### src/hdl/pim_pkg.sv
// ----------------------------------------------------------------------------
// pim_pkg: shared types and constants of the priority inheritance mutex
// Holds field widths, action and status codes, controller states and the
// command and status bundles between controller and datapath.
// ----------------------------------------------------------------------------
package pim_pkg;

	localparam int WAIT_DEPTH  = 16;
	localparam int TASK_COUNT  = 64;
	localparam int PRIO_LEVELS = 256;

	localparam int TID_W  = 6;
	localparam int PRIO_W = 8;
	localparam int CNT_W  = $clog2(WAIT_DEPTH + 1);

	localparam logic [PRIO_W-1:0] PRIO_MAX = PRIO_W'(PRIO_LEVELS - 1);

	typedef enum logic [1:0] {
		ACT_LOCK   = 2'd0,
		ACT_TRY    = 2'd1,
		ACT_UNLOCK = 2'd2,
		ACT_NONE   = 2'd3
	} act_t;

	typedef enum logic [2:0] {
		ST_ACQUIRED  = 3'd0,
		ST_QUEUED    = 3'd1,
		ST_BUSY      = 3'd2,
		ST_RELEASED  = 3'd3,
		ST_HANDOVER  = 3'd4,
		ST_NOT_OWNER = 3'd5,
		ST_NOT_LOCK  = 3'd6,
		ST_FULL      = 3'd7
	} stat_t;

	typedef enum logic [0:0] {
		FSM_IDLE = 1'b0,
		FSM_EXEC = 1'b1
	} fsm_t;

	typedef struct packed {
		logic capture;
		logic exec;
	} cmd_t;

	typedef struct packed {
		logic op_valid;
	} sts_t;

	function automatic logic [PRIO_W-1:0] clamp_prio(input logic [PRIO_W-1:0] p);
		return (p > PRIO_MAX) ? PRIO_MAX : p;
	endfunction

	function automatic logic [TID_W-1:0] wrap_tid(input logic [TID_W-1:0] t);
		return TID_W'(t % TASK_COUNT);
	endfunction

endpackage

### src/hdl/pim_ctrl.sv
// ----------------------------------------------------------------------------
// pim_ctrl: request sequencer
// Takes a request when idle, runs the execute state and then strobes done unless the action code is unused.
// ----------------------------------------------------------------------------
module pim_ctrl (
	input  logic          clk,
	input  logic          arst_n,
	input  logic          start,
	input  pim_pkg::sts_t sts,
	output pim_pkg::cmd_t cmd,
	output logic          busy,
	output logic          done
);
	import pim_pkg::*;

	fsm_t state_q, state_d;
	logic done_q;

	always_ff @(posedge clk or negedge arst_n) begin
		if (!arst_n) begin
			state_q <= FSM_IDLE;
			done_q  <= 1'b0;
		end else begin
			state_q <= state_d;
			done_q  <= cmd.exec && sts.op_valid;
		end
	end

	always_comb begin
		state_d     = state_q;
		cmd.capture = 1'b0;
		cmd.exec    = 1'b0;
		case (state_q)
			FSM_IDLE: begin
				if (start) begin
					cmd.capture = 1'b1;
					state_d     = FSM_EXEC;
				end
			end
			FSM_EXEC: begin
				cmd.exec = 1'b1;
				state_d  = FSM_IDLE;
			end
			default: state_d = FSM_IDLE;
		endcase
	end

	assign busy = (state_q != FSM_IDLE);
	assign done = done_q;

endmodule

### src/hdl/pim_dpath.sv
// ----------------------------------------------------------------------------
// pim_dpath: owner registers and sorted wait queue
// Latches a request, applies it in the execute step and registers the result.
// ----------------------------------------------------------------------------
module pim_dpath (
	input  logic                       clk,
	input  logic                       arst_n,
	input  pim_pkg::cmd_t              cmd,
	input  logic [1:0]                 action,
	input  logic [pim_pkg::TID_W-1:0]  task_id,
	input  logic [pim_pkg::PRIO_W-1:0] req_priority,
	input  logic [pim_pkg::PRIO_W-1:0] base_priority,
	output pim_pkg::sts_t              sts,
	output logic [2:0]                 status,
	output logic                       prio_valid,
	output logic [pim_pkg::TID_W-1:0]  prio_task,
	output logic [pim_pkg::PRIO_W-1:0] prio_value,
	output logic                       wake_valid,
	output logic [pim_pkg::TID_W-1:0]  wake_task
);
	import pim_pkg::*;

	// latched request
	act_t              act_q;
	logic [TID_W-1:0]  tid_q;
	logic [PRIO_W-1:0] rprio_q, bprio_q;

	// mutex state
	logic              held_q;
	logic [TID_W-1:0]  owner_id_q;
	logic [PRIO_W-1:0] owner_prio_q;
	logic [CNT_W-1:0]  cnt_q;
	logic [TID_W-1:0]  wid_q [WAIT_DEPTH];
	logic [PRIO_W-1:0] wpr_q [WAIT_DEPTH];

	// result registers
	stat_t             status_q;
	logic              pv_q, wv_q;
	logic [TID_W-1:0]  pt_q, wt_q;
	logic [PRIO_W-1:0] pval_q;

	logic [WAIT_DEPTH-1:0] keep;
	logic do_grab, do_insert, do_boost, do_pop, do_free;
	stat_t             stat_d;
	logic              pv_d, wv_d;
	logic [TID_W-1:0]  pt_d, wt_d;
	logic [PRIO_W-1:0] pval_d;

	always_ff @(posedge clk) begin
		if (cmd.capture) begin
			act_q   <= act_t'(action);
			tid_q   <= wrap_tid(task_id);
			rprio_q <= clamp_prio(req_priority);
			bprio_q <= clamp_prio(base_priority);
		end
	end

	// entries that stay ahead of a new waiter: occupied and not less urgent
	for (genvar i = 0; i < WAIT_DEPTH; i++) begin : g_cmp
		assign keep[i] = (CNT_W'(i) < cnt_q) && (wpr_q[i] <= rprio_q);
	end

	always_comb begin
		do_grab   = 1'b0;
		do_insert = 1'b0;
		do_boost  = 1'b0;
		do_pop    = 1'b0;
		do_free   = 1'b0;
		stat_d    = ST_ACQUIRED;
		pv_d      = 1'b0;
		pt_d      = '0;
		pval_d    = '0;
		wv_d      = 1'b0;
		wt_d      = '0;
		case (act_q)
			ACT_LOCK, ACT_TRY: begin
				if (!held_q) begin
					do_grab = 1'b1;
				end else if (act_q == ACT_TRY) begin
					stat_d = ST_BUSY;
				end else if (cnt_q == CNT_W'(WAIT_DEPTH)) begin
					stat_d = ST_FULL;
				end else begin
					do_insert = 1'b1;
					stat_d    = ST_QUEUED;
					if (rprio_q < owner_prio_q) begin
						do_boost = 1'b1;
						pv_d     = 1'b1;
						pt_d     = owner_id_q;
						pval_d   = rprio_q;
					end
				end
			end
			ACT_UNLOCK: begin
				if (!held_q) begin
					stat_d = ST_NOT_LOCK;
				end else if (tid_q != owner_id_q) begin
					stat_d = ST_NOT_OWNER;
				end else begin
					pv_d   = 1'b1;
					pt_d   = owner_id_q;
					pval_d = bprio_q;
					if (cnt_q == '0) begin
						do_free = 1'b1;
						stat_d  = ST_RELEASED;
					end else begin
						do_pop = 1'b1;
						wv_d   = 1'b1;
						wt_d   = wid_q[0];
						stat_d = ST_HANDOVER;
					end
				end
			end
			default: stat_d = ST_ACQUIRED;
		endcase
		sts.op_valid = (act_q != ACT_NONE);
	end

	always_ff @(posedge clk or negedge arst_n) begin
		if (!arst_n) begin
			held_q       <= 1'b0;
			owner_id_q   <= '0;
			owner_prio_q <= '0;
			cnt_q        <= '0;
		end else if (cmd.exec) begin
			if (do_grab) begin
				held_q       <= 1'b1;
				owner_id_q   <= tid_q;
				owner_prio_q <= rprio_q;
			end
			if (do_boost) begin
				owner_prio_q <= rprio_q;
			end
			if (do_insert) begin
				cnt_q <= cnt_q + CNT_W'(1);
			end
			if (do_free) begin
				held_q       <= 1'b0;
				owner_id_q   <= '0;
				owner_prio_q <= '0;
			end
			if (do_pop) begin
				owner_id_q   <= wid_q[0];
				owner_prio_q <= wpr_q[0];
				cnt_q        <= cnt_q - CNT_W'(1);
			end
		end
	end

	// queue cells: hold ahead of the slot, load the new waiter into it,
	// shift up behind it; on hand-over shift everything down by one
	for (genvar i = 0; i < WAIT_DEPTH; i++) begin : g_cell
		always_ff @(posedge clk) begin
			if (cmd.exec && do_insert && !keep[i]) begin
				if (i == 0 || keep[(i == 0) ? 0 : i-1]) begin
					wid_q[i] <= tid_q;
					wpr_q[i] <= rprio_q;
				end else begin
					wid_q[i] <= wid_q[(i == 0) ? 0 : i-1];
					wpr_q[i] <= wpr_q[(i == 0) ? 0 : i-1];
				end
			end else if (cmd.exec && do_pop && (i < WAIT_DEPTH-1)) begin
				wid_q[i] <= wid_q[(i < WAIT_DEPTH-1) ? i+1 : i];
				wpr_q[i] <= wpr_q[(i < WAIT_DEPTH-1) ? i+1 : i];
			end
		end
	end

	always_ff @(posedge clk) begin
		if (cmd.exec) begin
			status_q <= stat_d;
			pv_q     <= pv_d;
			pt_q     <= pt_d;
			pval_q   <= pval_d;
			wv_q     <= wv_d;
			wt_q     <= wt_d;
		end
	end

	assign status     = status_q;
	assign prio_valid = pv_q;
	assign prio_task  = pt_q;
	assign prio_value = pval_q;
	assign wake_valid = wv_q;
	assign wake_task  = wt_q;

endmodule

### src/hdl/priority_inheritance_mutex.sv
// ----------------------------------------------------------------------------
// priority_inheritance_mutex: mutex with sorted wait queue and inheritance
// Lock, try-lock and unlock requests from tasks; reports grant, queueing,
// owner boost or restore, and hand-over wake-up of the next waiter.
// ----------------------------------------------------------------------------
// Usage:
//   Request channel: drive action, task_id, req_priority and base_priority
//   and raise start; the request transfers on the clock edge where start is
//   high and busy is low. busy then stays high during the execute state.
//   Result channel: once the execute state ends, done pulses for exactly one
//   cycle, with status, prio_* and wake_* valid in that cycle.
//   The receiver cannot stall; it must take each result as it appears.
//   An unused action code (3) is consumed but produces no result.
//   A new request is taken only while busy is low, so not during the
//   execute step, in which the wait queue, a row of shifting cells that
//   compare the new priority in parallel, inserts or pops the waiter.
//   Reset (arst_n low) frees the mutex and empties the queue at once; the
//   queue cells themselves are not cleared and are only read below the
//   waiter count.
// ----------------------------------------------------------------------------
module priority_inheritance_mutex (
	input  logic                       clk,
	input  logic                       arst_n,
	input  logic                       start,
	output logic                       busy,
	input  logic [1:0]                 action,
	input  logic [pim_pkg::TID_W-1:0]  task_id,
	input  logic [pim_pkg::PRIO_W-1:0] req_priority,
	input  logic [pim_pkg::PRIO_W-1:0] base_priority,
	output logic                       done,
	output logic [2:0]                 status,
	output logic                       prio_valid,
	output logic [pim_pkg::TID_W-1:0]  prio_task,
	output logic [pim_pkg::PRIO_W-1:0] prio_value,
	output logic                       wake_valid,
	output logic [pim_pkg::TID_W-1:0]  wake_task
);
	import pim_pkg::*;

	// commands from the sequencer, status back from the datapath
	cmd_t cmd;
	sts_t sts;

	// sequencer: accept, execute, strobe
	pim_ctrl u_ctrl (
		.clk    (clk),
		.arst_n (arst_n),
		.start  (start),
		.sts    (sts),
		.cmd    (cmd),
		.busy   (busy),
		.done   (done)
	);

	// datapath: owner state, wait queue and result registers
	pim_dpath u_dpath (
		.clk           (clk),
		.arst_n        (arst_n),
		.cmd           (cmd),
		.action        (action),
		.task_id       (task_id),
		.req_priority  (req_priority),
		.base_priority (base_priority),
		.sts           (sts),
		.status        (status),
		.prio_valid    (prio_valid),
		.prio_task     (prio_task),
		.prio_value    (prio_value),
		.wake_valid    (wake_valid),
		.wake_task     (wake_task)
	);

endmodule
### config.mk
export PLATFORM = sky130hd
export DESIGN_NAME = priority_inheritance_mutex
export DESIGN_NICKNAME = d
export VERILOG_FILES = /design/src/hdl/pim_pkg.sv /design/src/hdl/pim_ctrl.sv /design/src/hdl/pim_dpath.sv /design/src/hdl/priority_inheritance_mutex.sv
export SDC_FILE = /design/constraint.sdc
export NUM_CORES = 1
export LEC_CHECK = 0
export BUFFER_PORTS_ARGS = -buffer_cell sky130_fd_sc_hd__buf_2
export CAP_MARGIN = 25
export CORE_MARGIN = 8
export CORE_UTILIZATION = 45
export DETAILED_ROUTE_END_ITERATION = 16
export PLACE_DENSITY_LB_ADDON = 0.3
export SLEW_MARGIN = 30
export SYNTH_ARGS = -nofsm -noshare
export SYNTH_HDL_FRONTEND = slang
export SYNTH_HIERARCHICAL = 1
export SYNTH_SLANG_ARGS = --single-unit
### constraint.sdc
create_clock -name clk -period 8.1 [get_ports clk]
set_clock_uncertainty 0.2 [all_clocks]
set_input_delay 0.81 -clock clk [delete_from_list [all_inputs] [get_ports clk]]
set_output_delay 0.81 -clock clk [all_outputs]
set_load 0.1 [all_outputs]
==> flow_summary.yaml <==
outcome:
  status: "complete, no violations"
grt:
  grtUsageTotal: 0.215
  use_met2: 0.358
  global_route.usage.met1: 0.286
  grt_first_pass_wirelength_um: 74400
  grt_pass1_vias: 12400
  grtUsageMet3: 0.0373
  overflow: 0
  antenna_found_initial: 1
  grt_max_degree: 122
  busiest_layer: "met2"
pwr:
  p_leak_uw: 0.00675
  p_per_area_nw_per_um2: 224
  peakVddDrop_mv: 0.175
critical_path:
  crit_fanout: 79
  startpoint_type: "flip-flop"
  critPathKind: "reg2reg"
  cp.arrival_ns: 4.62
  r2r_start: "u_dpath/tid_q[0]"
  reg2reg_slack_ns: 3.47
  ff2ff_path_depth: 6
  cp-end-kind: "flip-flop"
  cp.required_ns: 8.09
  regToRegEndpoint: "u_dpath/wid_q[0][38]"
yosys:
  synth_top_cell_area_share: 0.492
  synthCells: 1416
  ys_warn_count: 6
  synth_top_cell_by_area: "edfxtp_1"
  synth_cell_type_count: 73
  synth_enable_flop_cells: 273
  synth-seq-area-share: 0.525
  synth_nets: 1582
  synthesis.area_um2: 16700
  synth_area_leaders: "edfxtp_1 49%, ha_1 10%, a22oi_1 5.8%"
  ys.flop_type: "edfxtp_1"
  ys_seq_elements: 295
  async_flop_share: 0.0746
  avgSynthCellArea_um2: 11.8
cells_and_area:
  final_common_cell: "edfxtp_1"
  fin_area_um2: 18300
  final_cell_mix: "273 x edfxtp_1, 139 x ha_1, 128 x a22oi_1"
  area_growth_syn_to_layout_pct: 9.77
  diodes: 0
  utilization: 0.501
  drive_above_1_share: 0.111
  finalNetCount: 1603
  fin_cells: 1928
place:
  place_area_um2: 17300
  place_inst: 1872
  port_buffers: 53
  gp_congestion: 0.850
  hpwl_um: 33700
clock_network:
  ctsResizeCount: 0
  insertion_delay_ns: 0.56
  cts_root_buf: "clkbuf_16"
  post_cts_buffers: 0
  cts_buffers: 31
  ctsHoldBuffers: 0
  cts_num_sinks: 295
  htreeDepth: 1
  cts_buffer_depth: 3
  path_clk_slew_ns: 0.06
  cts_tree: "built"
die:
  ioPinCount: 54
  rows: 70
  die_x_um: 208
  die_area_um2: 43400
  die_y_um: 208
  core_um2: 36500
  initial_core_util: 0.456
timing:
  drv_slew: 0
  tns_ns: 0
  max_freq_mhz: 216
  hold_viol: 0
  rsz0062_at_grt: "false"
  post-route-min-period_ns: 4.63
  slew_headroom: 0.326
  final.period_utilization: 0.572
  whs_ns: 0.0487
  finalSetupViolCount: 0
  tightestPinTransition_ns: 1.00
route:
  dr.pass1.iters: 5
  drc: 0
  first_iter_violations: 1259
  ant_nets: 0
  via_count: 12600
  wl_per_cell_um: 25.0
  drt-total-wl_um: 48200
  routed_via_density: 6.55
job:
  cap_violations: 0
worst_hold_path:
  hold_class: "in2async"
-- cells in the mapped netlist (all sizes together), types with 4 or more instances --
cell      n
o41ai     5
or3       4
a21o     52
mux2      7
a21oi    79
clkbuf   31
ha      139
inv      35
nand2b    7
o22ai     4
a211oi    7
dfrtp    22
o31ai    55
o31a      7
nand3     7
a311oi    8
a22o     55
nor3     12
o21ai   120
xor2      8
clkinv    5
nor2     61
o21a      6
nor2b    23
o211ai   14
edfxtp  273
nand4    34
nand2    85
a22oi   128
buf      61
a221o    17
and3      9
-- flip-flops by register name, indices dropped and copies added (netlist names), 2 cells and up --
register,cells
u_dpath/rprio_q,8
u_dpath/owner_id_q,6
u_dpath/act_q,2
u_dpath/prio_value,8
u_dpath/cnt_q,5
u_dpath/status,3
u_dpath/wid_q,96
u_dpath/prio_task,6
u_dpath/wake_task,6
u_dpath/wpr_q,128
u_dpath/owner_prio_q,8
u_dpath/bprio_q,8
u_dpath/tid_q,6
-- report_power, final --
part | internal (uW) | switching (uW)
Clock | 802 | 587
Sequential | 1810 | 101
Combinational | 259 | 542
-- cell families after synthesis --
kind of cell / after synthesis / share of synthesized area
compound gates: 573 / 0.245
xor+xnor: 11 / 0.00578
fa+ha+maj: 139 / 0.104
buf+inv: 132 / 0.0359
flops: 295 / 0.525
mux: 8 / 0.00533
simple gates: 258 / 0.0789
-- worst max-delay path by stage --
stage | start | cells after the start | to
final | u_dpath/tid_q[0] | 6 | u_dpath/wid_q[0][38]
after global routing | u_dpath/tid_q[0] | 6 | u_dpath/wid_q[0][38]
after CTS | u_dpath/tid_q[0] | 6 | u_dpath/wid_q[0][38]
after detailed placement | u_dpath/tid_q[0] | 6 | u_dpath/wpr_q[0][53]
after global placement | u_dpath/tid_q[0] | 6 | u_dpath/wpr_q[0][53]
after floorplan | u_ctrl/busy | 4 | u_dpath/wid_q[1][18]
-- critical path, cell delays in order, from the launching register on --
cell	delay [ns]
edfxtp_1	0.81
xor2_1	0.15
nor2_1	0.22
and4_1	0.66
and3_4	0.91
buf_4	0.68
or2_1	0.58
-- layer usage --
| layer | routed length (um) | part of all wire |
|---|---|---|
| met5 | 0 | 0 |
| met4 | 1370 | 0.028 |
| met3 | 3450 | 0.072 |
| met2 | 23000 | 0.48 |
| met1 | 20300 | 0.42 |
-- through the flow --
stage	worst slack (ns)	total power [uW]
after CTS	3.57	4120
after global placement	3.68	2700
after global routing	3.22	4270
after floorplan	4.47	2500
final	3.47	4100
after detailed placement	3.57	2730
-- final cells by class --
class / count / area, um2
inverter: 40 / 150
fill: 3219 / 18200
sequential: 295 / 8750
tap: 468 / 586
clock buffer: 45 / 868
multi-input combinational: 989 / 7350
clock inverter: 11 / 109
timing repair buffer: 80 / 480
Note: power is estimated with default switching activity, not from simulation.
